## src/dct2d_pkg.sv

```systemverilog
// Shared types, constants and coefficient helpers for the 2-D integer DCT unit.
package dct2d_pkg;

  localparam int MAX_POINTS_DEF = 8;
  localparam int CNT_W          = 3;
  localparam int ADDR_W_MAX     = 6;
  localparam int LOAD_W         = 7;
  localparam int SAMPLE_W       = 16;
  localparam int COEF_W         = 8;
  localparam int PROD_W         = SAMPLE_W + COEF_W;
  localparam int ACC_W          = 27;
  localparam int SHIFT_W        = 4;
  localparam int CFG_IDX_W      = 2;
  localparam int CFG_DATA_W     = 8;

  localparam logic [CFG_IDX_W-1:0] REG_DIRECTION = 2'd0;
  localparam logic [CFG_IDX_W-1:0] REG_SIZE      = 2'd1;

  typedef enum logic [2:0] {
    S_LOAD,
    S_RD,
    S_ACC,
    S_WR,
    S_EMIT_RD,
    S_EMIT_WAIT
  } dct2d_state_t;

  typedef struct packed {
    logic                      load_we;
    logic                      rd_a;
    logic                      rd_b;
    logic [ADDR_W_MAX-1:0]     rd_addr;
    logic                      acc_en;
    logic                      acc_first;
    logic signed [COEF_W-1:0]  coef;
    logic                      wr_a;
    logic                      wr_b;
    logic [ADDR_W_MAX-1:0]     wr_addr;
    logic                      col_pass;
    logic                      inverse;
    logic                      n8;
  } dct2d_cmd_t;

  // 8-point core matrix, row k is basis function k
  localparam logic signed [COEF_W-1:0] C8 [8][8] = '{
    '{ 8'sd64,  8'sd64,  8'sd64,  8'sd64,  8'sd64,  8'sd64,  8'sd64,  8'sd64},
    '{ 8'sd89,  8'sd75,  8'sd50,  8'sd18, -8'sd18, -8'sd50, -8'sd75, -8'sd89},
    '{ 8'sd83,  8'sd36, -8'sd36, -8'sd83, -8'sd83, -8'sd36,  8'sd36,  8'sd83},
    '{ 8'sd75, -8'sd18, -8'sd89, -8'sd50,  8'sd50,  8'sd89,  8'sd18, -8'sd75},
    '{ 8'sd64, -8'sd64, -8'sd64,  8'sd64,  8'sd64, -8'sd64, -8'sd64,  8'sd64},
    '{ 8'sd50, -8'sd89,  8'sd18,  8'sd75, -8'sd75, -8'sd18,  8'sd89, -8'sd50},
    '{ 8'sd36, -8'sd83,  8'sd83, -8'sd36, -8'sd36,  8'sd83, -8'sd83,  8'sd36},
    '{ 8'sd18, -8'sd50,  8'sd75, -8'sd89,  8'sd89, -8'sd75,  8'sd50, -8'sd18}
  };

  // 4-point matrix is the even rows of the 8-point one, first four columns
  function automatic logic signed [COEF_W-1:0] coef_of(input logic n8,
                                                       input logic [CNT_W-1:0] k,
                                                       input logic [CNT_W-1:0] m);
    logic [CNT_W-1:0] row;
    row = n8 ? k : {k[1:0], 1'b0};
    return C8[row][m];
  endfunction

  function automatic logic [ADDR_W_MAX-1:0] blk_addr(input logic n8,
                                                     input logic [CNT_W-1:0] r,
                                                     input logic [CNT_W-1:0] c);
    return n8 ? {r, c} : {2'b00, r[1:0], c[1:0]};
  endfunction

endpackage

```

## src/dct2d_dp.sv

```systemverilog
// Datapath: sample store, intermediate store, multiply-accumulate, shift and clamp.
module dct2d_dp #(
  parameter int MAX_POINTS = dct2d_pkg::MAX_POINTS_DEF
) (
  input  logic                                    clk,
  input  dct2d_pkg::dct2d_cmd_t                   cmd,
  input  logic signed [dct2d_pkg::SAMPLE_W-1:0]   sample,
  output logic signed [dct2d_pkg::SAMPLE_W-1:0]   value
);
  import dct2d_pkg::*;

  localparam int DEPTH = MAX_POINTS * MAX_POINTS;
  localparam int AW    = $clog2(DEPTH);

  logic signed [SAMPLE_W-1:0] mem_a [DEPTH];
  logic signed [SAMPLE_W-1:0] mem_b [DEPTH];
  logic signed [SAMPLE_W-1:0] rd_a_data;
  logic signed [SAMPLE_W-1:0] rd_b_data;
  logic signed [SAMPLE_W-1:0] operand;
  logic signed [PROD_W-1:0]   prod;
  logic signed [ACC_W-1:0]    acc;
  logic signed [ACC_W-1:0]    shifted;
  logic signed [ACC_W-1:0]    lo;
  logic signed [ACC_W-1:0]    hi;
  logic signed [SAMPLE_W-1:0] clamped;
  logic [SHIFT_W-1:0]         sh;

  always_ff @(posedge clk) begin
    if (cmd.load_we) begin
      mem_a[cmd.wr_addr[AW-1:0]] <= sample;
    end else if (cmd.wr_a) begin
      mem_a[cmd.wr_addr[AW-1:0]] <= clamped;
    end
    if (cmd.rd_a) begin
      rd_a_data <= mem_a[cmd.rd_addr[AW-1:0]];
    end
  end

  always_ff @(posedge clk) begin
    if (cmd.wr_b) begin
      mem_b[cmd.wr_addr[AW-1:0]] <= clamped;
    end
    if (cmd.rd_b) begin
      rd_b_data <= mem_b[cmd.rd_addr[AW-1:0]];
    end
  end

  assign operand = cmd.col_pass ? rd_b_data : rd_a_data;
  assign prod    = operand * cmd.coef;

  always_ff @(posedge clk) begin
    if (cmd.acc_en) begin
      acc <= cmd.acc_first ? ACC_W'(prod) : acc + ACC_W'(prod);
    end
  end

  always_comb begin
    if (cmd.inverse) begin
      sh = cmd.col_pass ? SHIFT_W'(12) : SHIFT_W'(7);
    end else if (cmd.n8) begin
      sh = cmd.col_pass ? SHIFT_W'(9) : SHIFT_W'(2);
    end else begin
      sh = cmd.col_pass ? SHIFT_W'(8) : SHIFT_W'(1);
    end
    shifted = acc >>> sh;
    if (cmd.col_pass && cmd.inverse && !cmd.n8) begin
      lo = ACC_W'(0);
      hi = ACC_W'(255);
    end else begin
      lo = -ACC_W'(32768);
      hi = ACC_W'(32767);
    end
    if (shifted < lo) begin
      clamped = lo[SAMPLE_W-1:0];
    end else if (shifted > hi) begin
      clamped = hi[SAMPLE_W-1:0];
    end else begin
      clamped = shifted[SAMPLE_W-1:0];
    end
  end

  // emitted value is the held read data of the sample store
  assign value = rd_a_data;

endmodule

```

## src/dct2d_ctrl.sv

```systemverilog
// Controller: configuration registers, load counter and pass sequencer.
module dct2d_ctrl #(
  parameter int MAX_POINTS = dct2d_pkg::MAX_POINTS_DEF
) (
  input  logic                                clk,
  input  logic                                rst,
  input  logic                                cfg_valid,
  output logic                                cfg_ready,
  input  logic [dct2d_pkg::CFG_IDX_W-1:0]     cfg_index,
  input  logic [dct2d_pkg::CFG_DATA_W-1:0]    cfg_data,
  input  logic                                in_valid,
  output logic                                in_ready,
  output logic                                out_valid,
  input  logic                                out_ready,
  output logic                                last,
  output dct2d_pkg::dct2d_cmd_t               cmd
);
  import dct2d_pkg::*;

  dct2d_state_t     state, state_next;
  logic             direction, size_select;
  logic             inverse, inverse_next;
  logic             n8, n8_next;
  logic             col_pass, col_pass_next;
  logic [LOAD_W-1:0] load_count, load_count_next;
  logic [CNT_W-1:0] u, u_next;
  logic [CNT_W-1:0] i, i_next;
  logic [CNT_W-1:0] j, j_next;
  logic             n8_cfg;
  logic [CNT_W-1:0] top_idx;
  logic [LOAD_W-1:0] load_top;

  assign cfg_ready = 1'b1;

  always_ff @(posedge clk) begin
    if (rst) begin
      direction   <= 1'b0;
      size_select <= 1'b0;
    end else if (cfg_valid) begin
      case (cfg_index)
        REG_DIRECTION: direction   <= cfg_data[0];
        REG_SIZE:      size_select <= cfg_data[0];
        default: ;
      endcase
    end
  end

  assign n8_cfg   = size_select && (MAX_POINTS >= 8);
  assign load_top = n8_cfg ? LOAD_W'(63) : LOAD_W'(15);
  assign top_idx  = n8 ? CNT_W'(7) : CNT_W'(3);

  always_ff @(posedge clk) begin
    if (rst) begin
      state      <= S_LOAD;
      load_count <= '0;
      inverse    <= 1'b0;
      n8         <= 1'b0;
      col_pass   <= 1'b0;
      u          <= '0;
      i          <= '0;
      j          <= '0;
    end else begin
      state      <= state_next;
      load_count <= load_count_next;
      inverse    <= inverse_next;
      n8         <= n8_next;
      col_pass   <= col_pass_next;
      u          <= u_next;
      i          <= i_next;
      j          <= j_next;
    end
  end

  always_comb begin
    state_next      = state;
    load_count_next = load_count;
    inverse_next    = inverse;
    n8_next         = n8;
    col_pass_next   = col_pass;
    u_next          = u;
    i_next          = i;
    j_next          = j;
    in_ready        = 1'b0;
    out_valid       = 1'b0;
    cmd             = '0;
    cmd.col_pass    = col_pass;
    cmd.inverse     = inverse;
    cmd.n8          = n8;
    cmd.coef        = inverse ? coef_of(n8, j, i) : coef_of(n8, i, j);
    last            = (u == top_idx) && (i == top_idx);
    case (state)
      S_LOAD: begin
        in_ready    = 1'b1;
        cmd.wr_addr = load_count[ADDR_W_MAX-1:0];
        if (in_valid) begin
          cmd.load_we = 1'b1;
          // a size drop mid-load can leave the count past the new block end
          if (load_count >= load_top) begin
            load_count_next = '0;
            inverse_next    = direction;
            n8_next         = n8_cfg;
            col_pass_next   = 1'b0;
            u_next          = '0;
            i_next          = '0;
            j_next          = '0;
            state_next      = S_RD;
          end else begin
            load_count_next = load_count + LOAD_W'(1);
          end
        end
      end
      S_RD: begin
        // row pass reads row u of the samples, column pass reads column u of the intermediate store
        if (col_pass) begin
          cmd.rd_b    = 1'b1;
          cmd.rd_addr = blk_addr(n8, j, u);
        end else begin
          cmd.rd_a    = 1'b1;
          cmd.rd_addr = blk_addr(n8, u, j);
        end
        state_next = S_ACC;
      end
      S_ACC: begin
        cmd.acc_en    = 1'b1;
        cmd.acc_first = (j == '0);
        if (j == top_idx) begin
          state_next = S_WR;
        end else begin
          j_next     = j + CNT_W'(1);
          state_next = S_RD;
        end
      end
      S_WR: begin
        if (col_pass) begin
          cmd.wr_a    = 1'b1;
          cmd.wr_addr = blk_addr(n8, i, u);
        end else begin
          cmd.wr_b    = 1'b1;
          cmd.wr_addr = blk_addr(n8, u, i);
        end
        j_next     = '0;
        state_next = S_RD;
        if (i == top_idx) begin
          i_next = '0;
          if (u == top_idx) begin
            u_next = '0;
            if (col_pass) begin
              col_pass_next = 1'b0;
              state_next    = S_EMIT_RD;
            end else begin
              col_pass_next = 1'b1;
            end
          end else begin
            u_next = u + CNT_W'(1);
          end
        end else begin
          i_next = i + CNT_W'(1);
        end
      end
      S_EMIT_RD: begin
        cmd.rd_a    = 1'b1;
        cmd.rd_addr = blk_addr(n8, u, i);
        state_next  = S_EMIT_WAIT;
      end
      S_EMIT_WAIT: begin
        out_valid = 1'b1;
        if (out_ready) begin
          state_next = S_EMIT_RD;
          if (i == top_idx) begin
            i_next = '0;
            if (u == top_idx) begin
              u_next     = '0;
              state_next = S_LOAD;
            end else begin
              u_next = u + CNT_W'(1);
            end
          end else begin
            i_next = i + CNT_W'(1);
          end
        end
      end
      default: begin
        state_next = S_LOAD;
      end
    endcase
  end

  a_no_load_while_emit: assert property (@(posedge clk) disable iff (rst)
    !(in_ready && out_valid))
    else $error("input accepted while a result is pending");

  a_acc_after_read: assert property (@(posedge clk) disable iff (rst)
    (state == S_ACC) |-> ($past(state) == S_RD))
    else $error("accumulate without a preceding read");

  a_wr_then_next: assert property (@(posedge clk) disable iff (rst)
    (state == S_WR) |=> (state == S_RD || state == S_EMIT_RD))
    else $error("bad step after write-back");

  a_count_only_loading: assert property (@(posedge clk) disable iff (rst)
    (load_count != '0) |-> (state == S_LOAD))
    else $error("partial load outside load state");

endmodule

```

## src/integer_dct_2d_fwd_inv_unit.sv

```systemverilog
// Top level of the 2-D forward/inverse integer DCT unit (4x4 and 8x8 blocks).
//
//   channel | direction | handshake            | payload
//   cfg     | in        | cfg_valid/cfg_ready  | cfg_index, cfg_data
//   in      | in        | in_valid/in_ready    | sample
//   out     | out       | out_valid/out_ready  | value, last
//
// Load takes one sample per cycle, then each pass runs its multiply-accumulates
// on the shared MAC, each a read state (S_RD) then an accumulate state (S_ACC),
// with a write-back state (S_WR) per result. Emit reads each result (S_EMIT_RD,
// one store read port) and holds it until out_ready. Input is held off from the
// last sample until the last result is taken. Reset (synchronous) clears the
// registers and load count; the sample store holds no reset value.
module integer_dct_2d_fwd_inv_unit #(
  parameter int MAX_POINTS = dct2d_pkg::MAX_POINTS_DEF
) (
  input  logic                                    clk,
  input  logic                                    rst,
  input  logic                                    cfg_valid,
  output logic                                    cfg_ready,
  input  logic [dct2d_pkg::CFG_IDX_W-1:0]         cfg_index,
  input  logic [dct2d_pkg::CFG_DATA_W-1:0]        cfg_data,
  input  logic                                    in_valid,
  output logic                                    in_ready,
  input  logic signed [dct2d_pkg::SAMPLE_W-1:0]   sample,
  output logic                                    out_valid,
  input  logic                                    out_ready,
  output logic signed [dct2d_pkg::SAMPLE_W-1:0]   value,
  output logic                                    last
);
  import dct2d_pkg::*;

  dct2d_cmd_t cmd;

  dct2d_ctrl #(.MAX_POINTS(MAX_POINTS)) u_ctrl (
    .clk       (clk),
    .rst       (rst),
    .cfg_valid (cfg_valid),
    .cfg_ready (cfg_ready),
    .cfg_index (cfg_index),
    .cfg_data  (cfg_data),
    .in_valid  (in_valid),
    .in_ready  (in_ready),
    .out_valid (out_valid),
    .out_ready (out_ready),
    .last      (last),
    .cmd       (cmd)
  );

  dct2d_dp #(.MAX_POINTS(MAX_POINTS)) u_dp (
    .clk    (clk),
    .cmd    (cmd),
    .sample (sample),
    .value  (value)
  );

endmodule
```

## config.mk

```make
export PLATFORM = sky130hd
export DESIGN_NAME = integer_dct_2d_fwd_inv_unit
export DESIGN_NICKNAME = d
export VERILOG_FILES = /design/src/dct2d_pkg.sv /design/src/dct2d_dp.sv /design/src/dct2d_ctrl.sv /design/src/integer_dct_2d_fwd_inv_unit.sv
export SDC_FILE = /design/constraint.sdc
export NUM_CORES = 2
export LEC_CHECK = 0
export ABC_AREA = 1
export BUFFER_PORTS_ARGS = -buffer_cell sky130_fd_sc_hd__buf_2
export CAP_MARGIN = 20
export CORE_MARGIN = 2
export CORE_UTILIZATION = 40
export CTS_BUF_LIST = sky130_fd_sc_hd__clkbuf_8 sky130_fd_sc_hd__clkbuf_16
export DETAILED_ROUTE_END_ITERATION = 7
export PLACE_DENSITY = 0.53
export REMOVE_ABC_BUFFERS = 1
export SLEW_MARGIN = 20
export SYNTH_ARGS = -nofsm -noshare
export SYNTH_HDL_FRONTEND = slang
export SYNTH_SLANG_ARGS = --single-unit
```

## constraint.sdc

```tcl
create_clock -name clk -period 8.15 [get_ports clk]
set_input_delay 2.0375 -clock clk [delete_from_list [all_inputs] [get_ports clk]]
set_output_delay 2.0375 -clock clk [all_outputs]
set_load 0.01 [all_outputs]
```

## Yosys cells after proc, flatten, opt, wreduce, memory -nomap -nowiden

Memory sizes are Yosys's and may differ from the RTL's. A register that Yosys moved wholly into a read port is not among the register bits.
Cells that the tools add are included.
W data, S select, Z words.

- Add/subtract/negate cells: 5
- $mul: 1
- Order comparisons: 7
- Eq/ne operators: 15
- Shifts and indexed selects: 1
- Multiplexer cells: 79
- Bitwise gates (word level): 5
- Reductions and logical operators: 18

Operators by type and width:

| operator | count |
|---|---|
| $mux W64 | 4 |
| $mux W16 | 4 |
| $mux W3 | 19 |
| $mux W27 | 2 |
| $bmux W8 S3 | 2 |
| $mux W6 | 7 |
| $mux W8 | 5 |
| $add A27 B24 Y27 | 1 |
| $gt A27 B16 Y1 | 1 |
| $lt A27 B27 Y1 | 1 |
| $pmux W3 S3 | 3 |
| $sshr A27 B4 Y27 | 1 |
| $mul A16 B8 Y24 | 1 |
| $pmux W6 S2 | 2 |
| $mux W4 | 5 |
| $mux W1 | 18 |
| $pmux W3 S6 | 1 |
| $ge A4 B4 Y1 const B | 4 |
| $not A3 Y4 | 4 |
| $mux W15 | 1 |
| $add A3 B1 Y3 const B | 3 |
| $eq A3 B3 Y1 | 3 |
| $reduce_and A4 Y1 | 2 |
| $add A7 B1 Y7 const B | 1 |
| other kinds (20) | 36 |

- Register bits: 51
- Memory bits (writable): 2048
- Memory bits (read-only): 1024
- Input bits: 31
- Output and inout bits: 20
- Word-level logic and storage cells: 146
- Memories kept: 4

Memory list:

| memory | depth | width | rd ports | clocked after Yosys merged registers in | write ports | RTL line | text |
|---|---|---|---|---|---|---|---|
| u_dp.mem_a | 64 | 16 | 1 | 1 | 1 | dct2d_dp.sv:15 | `logic signed [SAMPLE_W-1:0] mem_a [DEPTH];` |
| u_dp.mem_b | 64 | 16 | 1 | 1 | 1 | dct2d_dp.sv:16 | `logic signed [SAMPLE_W-1:0] mem_b [DEPTH];` |
| (name not given) | 8 | 64 | 1 | 0 | 0 | dct2d_pkg.sv:62 | `return C8[row][m];` |
| (name not given) | 8 | 64 | 1 | 0 | 0 | dct2d_pkg.sv:62 |  |

## Depth between registers and ports, before layout

- Depth in word-level cells: 12
- Depth in mapped cells: 47
- Gate-level depth less buffers: 47

## By module

From an unflattened synthesis, not the netlist that was laid out.

- Cell total of the unflattened synthesis: 8119
- Area, all modules: 94026.4 µm²

By module, submodules not included:

| module | instances | cells an instance | area an instance (µm²) | seq. area each (µm²) |
|---|---|---|---|---|
| dct2d_dp | 1 | 7494 | 90600.6 | 63270.7 |
| dct2d_ctrl | 1 | 625 | 3425.8 | 480.5 |

## Least setup slack after synthesis

Ideal clock, no wire load.

- Path type: reg-to-reg
- Start: register u_ctrl.n8
- End: register u_dp.acc[25] (data pin)
- Setup time: 0.258 ns
- Data arrival time: 7.873 ns
- Data required time: 7.892 ns
- Path slack: 0.019 ns
- Cell stages (with the launch flop): 46
- Buffers on the path: 2
- Period minus slack after synthesis: 8.131 ns
- Cells stage by stage: dfxtp_1 -> buf_2 -> nand2_1 -> inv_1 -> a21oi_1 -> inv_2 -> ha_1 -> or2_2 -> nand2_1 -> nor2_1 -> o21ai_0 -> o21ai_0 -> o21ai_1 -> buf_2 -> nor2_1 -> fa_1 -> inv_1 -> fa_1 -> [... 10 more ...] -> nand2_1 -> o21ai_0 -> a21boi_0 -> o21ai_0 -> nand2_1 -> nand2_1 -> nand2_1 -> and2_1 -> ha_1 -> nand2_1 -> nor4_1 -> nand3_1 -> nand3_1 -> a21oi_1 -> o21bai_1 -> a21oi_1 -> o21ai_0 -> nand2_1

- Word-level cells in the longest chain between the ends: 12
- Elaborated cells between the ends (all ways): 20
- Classes of those cells: add/sub (1); mul (1); mux (14); bitwise (2); memory (2)

Ends and longest elaborated chain:

| element | RTL line | text |
|---|---|---|
| start, declared | dct2d_ctrl.sv:23 | `logic n8, n8_next;` |
| start signal, assigned | dct2d_ctrl.sv:66 | `n8 <= n8_next;` |
| $mux W3 | dct2d_pkg.sv:61 | `row = n8 ? k : {k[1:0], 1'b0};` |
| $not A3 Y4 (not written as such) | dct2d_pkg.sv:62 |  |
| $mem_v2 Z8 W64 | - |  |
| $mux W64 (not written as such) (2 in a row) | dct2d_pkg.sv:62 |  |
| $bmux W8 S3 | dct2d_pkg.sv:62 |  |
| $mux W8 (not written as such) (2 in a row) | dct2d_pkg.sv:62 |  |
| $mux W8 * | dct2d_ctrl.sv:89 | `cmd.coef = inverse ? coef_of(n8, j, i) : coef_of(n8, i, j);` |
| $mul A16 B8 Y24 * | dct2d_dp.sv:49 | `assign prod = operand * cmd.coef;` |
| $add A27 B24 Y27 | dct2d_dp.sv:53 | `acc <= cmd.acc_first ? ACC_W'(prod) : acc + ACC_W'(prod);` |
| $mux W27 * | dct2d_dp.sv:53 |  |
| end signal, assigned | dct2d_dp.sv:53 |  |
| end, declared | dct2d_dp.sv:21 | `logic signed [ACC_W-1:0] acc;` |

Mark *: on every way between the ends. The rest lies on a longest branch, timed or not. The select of a mux whose other input is x is not followed.
A chain may end at the register's enable or synchronous reset.

## Final worst setup path

Ends and elaborated chain as after synthesis.

==> summary.md <==
| Metric | Value |
|---|---|
| Mapped cell area | 94000 um2 |
| Iter 0 DRT Violations | 6803 |
| Min-Delay Endpoint | u_ctrl.load_count[6]$_SDFFE_PP0P_ |
| R2R depth | 40 |
| PwrDens | 205 nW/um2 |
| CTS Buf Count | 219 |
| Reg2reg setup slack | 490 ps |
| CTS tree | done |
| Max Clock Skew | 48.2 ps |
| Max_slew headroom | 24.2% |
| Worst Path Arrival | 8260 ps |
| Number of remaining DRC errors | 0 |
| DR top layer | met4 |
| Final Setup Violations | 0 |
| CP dominant cell by count | nand2_1 |
| Count leader, synth | edfxtp_1 |
| Wire per inst | 25.0 um |
| Slew @ Worst Pin | 1140 ps |
| Endpoint type of the worst setup path | flip-flop |
| Total track usage | 23.2% |
| Io pins | 51 |
| Ratio of cells with drive above 1 in the final layout | 12.3% |
| Yosys cell types | 60 |
| Final max-slew violation count | 0 |
| Final period util | 94.0% |
| Final net count | 8224 |
| Effective utilization at floorplan | 40.3% |
| Clk slew on worst S/H paths | 60 ps |
| CTS H-tree depth | 4 |
| DR WL met2 | 131000 um |
| Crit path required time | 8750 ps |
| DR vias/cell | 5.70 |
| Total of max-cap violations | 0 |
| Origin of the critical flop-to-flop path | u_ctrl.n8$_SDFFE_PP0P_ |
| Clock latency on the worst-skew pair | 890 ps |
| Clock network fraction of total power | 44.3% |
| Sequential area share after synthesis | 67.9% |
| Die width | 489 um |
| Via Count | 64372 |
| EDFF count, synth | 2107 |
| Area contributors post-synth | edfxtp_1 (67%), o21ai_0 (6.2%), nor2_1 (5.6%), fa_1 (2.2%), nand2_1 (2.1%) |
| WL met3 | 18300 um |
| Hold Path Origin | u_ctrl.load_count[6]$_SDFFE_PP0P_ |
| Cell internal pwr | 0.0175 W |
| Worst Hold Class | reg2reg |
| Fin. Hold Viols | 0 |
| Mean Syn Cell Area | 12.0 um2 |
| Buffers on Ports | 42 |
| Post-Layout Cell Count | 11293 |
| Metal1 wirelength | 126000 um |
| RSZ-0062 raised after global routing | false |
| Overflow after GRT | 0 |
| Area grow syn2layout | 13.9% |
| Leading area contributor after synthesis | edfxtp_1 |
| Most frequent cells after synthesis | edfxtp_1 (2107), nor2_1 (1400), o21ai_0 (1163) |
| VDD IR max | 0.000188 V |
| Core footprint | 233000 um2 |
| Sw Pwr | 0.00445 W |
| Routed WL | 283000 um |
| Kind of critical path | reg2reg |
| Worst Setup Start Kind | flip-flop |
| # fillers | 21165 |
| Reg power frac | 54.6% |
| Post-synth ARST share | 0% |
| R2r endpoint | u_dp.acc[25]$_DFFE_PP_ |
| GP Congestion | 0.875 |
| Leakage power | 36.1 nW |
| Vias in the first global route | 61321 |
| Worst Hold Depth | 2 |
| Post-synthesis instance total | 7851 |
| Combinational Power Share | 1.0% |
| Status | finished clean |
| CTS Root Cell | clkbuf_16 |
| Slowest-stage cell, CP | fa_2 |
| Height of the die | 489 um |
| Clk sink count | 2131 |
| Placed cells | 10868 |
| First-pass GRT wire length | 413000 um |
| ANT nets after route | 0 |
| Synth Flop Type | edfxtp_1 |
| Post-route minimum period | 7660 ps |
| Post-layout util | 45.9% |
| Top cell type's share of synthesized area | 67.3% |
| Buffer depth of the longest clock path | 3 |
| #FFs+latches synth | 2131 |
| Cts hold-fix bufs | 0 |
| Pin count of the biggest net entering global routing | 210 |
| Die ar. | 239000 um2 |
| Net Sw Frac | 20.3% |
| Core Rows | 177 |
| DR pass1 iterations | 5 |
| Synthesis Warnings | 0 |
| Max incr delay on CP | 600 ps |
| Post-DP HPWL | 163000 um |
| Max Fclk | 131 MHz |
| Initial antenna violation count | 5 |
| CP max FO | 13 |
==> cell type report <==
cell class	count	area (um2)	area share, %
clock inverter	188	1480	1.38
tap	3132	3920	3.66
inverter	365	1400	1.31
clock buffer	219	5480	5.12
timing repair buffer	424	3480	3.25
antenna	6	15.0	0.0140
multi-input combinational	4828	27500	25.7
sequential	2131	63800	59.6
==> logic make-up (layout without fill, tap and decap cells) <==
kind of cell	count (synthesis)	after routing	synth area share, %
AND/OR/NAND/NOR	2415	2415	10.4
AO/OA/AOI/OAI	2148	2148	13.7
flip-flops	2131	2131	67.9
buffers and inverters	892	1196	3.84
adder cells (fa/ha/maj)	224	224	3.82
XOR/XNOR	40	40	0.373
other	1	7	0.00399
==> layer usage <==
| layer | track usage (%) | vias to the layer above |
|---|---|---|
| met4 | 6.69 | 0 |
| met5 | 0 | - |
| met2 | 36.7 | 2256 |
| met1 | 33.5 | 32571 |
| met3 | 3.12 | 372 |
| li1 | - | 29173 |
==> layout by cell type, fill, tap and decap left out, drive strengths merged, types with 6 or more instances in the layout <==
cell and n:
dfxtp 24, xor2 22, o221ai 223, a21oi 95, and2 7, a211oi 7, xnor2 18, nor3 26
ha 119, a31oi 18, o21a 6, bufinv 18, fa 105, or2 13, edfxtp 2107, inv 421
clkinv 110, buf 424, nor2 1410, nand3 388, nand2 538, clkbuf 219, o21bai 11, diode 6
nand4 19, nor4 7, o22ai 298, o211ai 266, o21ai 1203
==> per-stage QoR <==
stage | worst slack [ps] | area (um2) | hold slack (ps) | total power (W) | TNS (ps)
floorplan | -22260 | 91700 | 425 | 0.0123 | -712350
CTS | 75.7 | 107000 | 452 | 0.0221 | 0
detailed placement | -172 | 99600 | 445 | 0.0124 | -387
global placement | -249 | 99600 | 438 | 0.0124 | -733
finish | 488 | 107000 | 459 | 0.0219 | 0
global route | 2.14 | 107000 | 487 | 0.0225 | 0
==> power groups by stage <==
| stage | Sequential (W) | Combinational [W] | Clock [W] |
|---|---|---|---|
| finish | 0.0120 | 0.000229 | 0.00971 |
| global route | 0.0120 | 0.000242 | 0.0103 |
| CTS | 0.0120 | 0.000226 | 0.00987 |
| detailed placement | 0.0122 | 0.000226 | 0 |
| global placement | 0.0122 | 0.000220 | 0 |
| floorplan | 0.0122 | 0.0000850 | 0 |
==> how the worst max path moves through the flow <==
stage,from,endpoint,slack [ps],cells past startpoint
2_1_floorplan,u_ctrl.col_pass$_SDFFE_PP0P_,u_dp.value[7]$_DFFE_PP_,-22260,10
3_3_place_gp,u_ctrl.n8$_SDFFE_PP0P_,u_dp.acc[25]$_DFFE_PP_,-250,43
3_5_place_dp,u_ctrl.n8$_SDFFE_PP0P_,u_dp.acc[25]$_DFFE_PP_,-170,43
4_1_cts,u_ctrl.n8$_SDFFE_PP0P_,u_dp.acc[25]$_DFFE_PP_,80,46
5_1_grt,u_ctrl.n8$_SDFFE_PP0P_,u_dp.acc[26]$_DFFE_PP_,2,43
6_report,u_ctrl.n8$_SDFFE_PP0P_,u_dp.acc[25]$_DFFE_PP_,490,40
==> state kept, by name, summed over array words and instances (netlist names), 7 cells and up <==
signal and count:
u_ctrl.load_count 7, u_dp.mem_a 1024, u_dp.value 16, u_dp.acc 27, u_dp.mem_b 1024, u_dp.rd_b_data 16
==> worst max-delay path, delay by kind of cell, from the launching register on <==
kind                     cells  cell delay, ps
buffers and inverters       10            1110
adder cells (fa/ha/maj)      7            2850
XOR/XNOR                     1              70
AND/OR/NAND/NOR             16            2080
flip-flops                   1             340
AO/OA/AOI/OAI                6             900
==> repair_timing <==
item | in CTS | in global routing
setup buffers | 0 | 12
cloned | 0 | 0
gates resized for setup | 4 | 79
pin swaps | 0 | 21
endpoints found under the hold margin | 0 | 0
endpoints found under the setup margin | 4 | 12
Power figures use the tool's default switching activity.
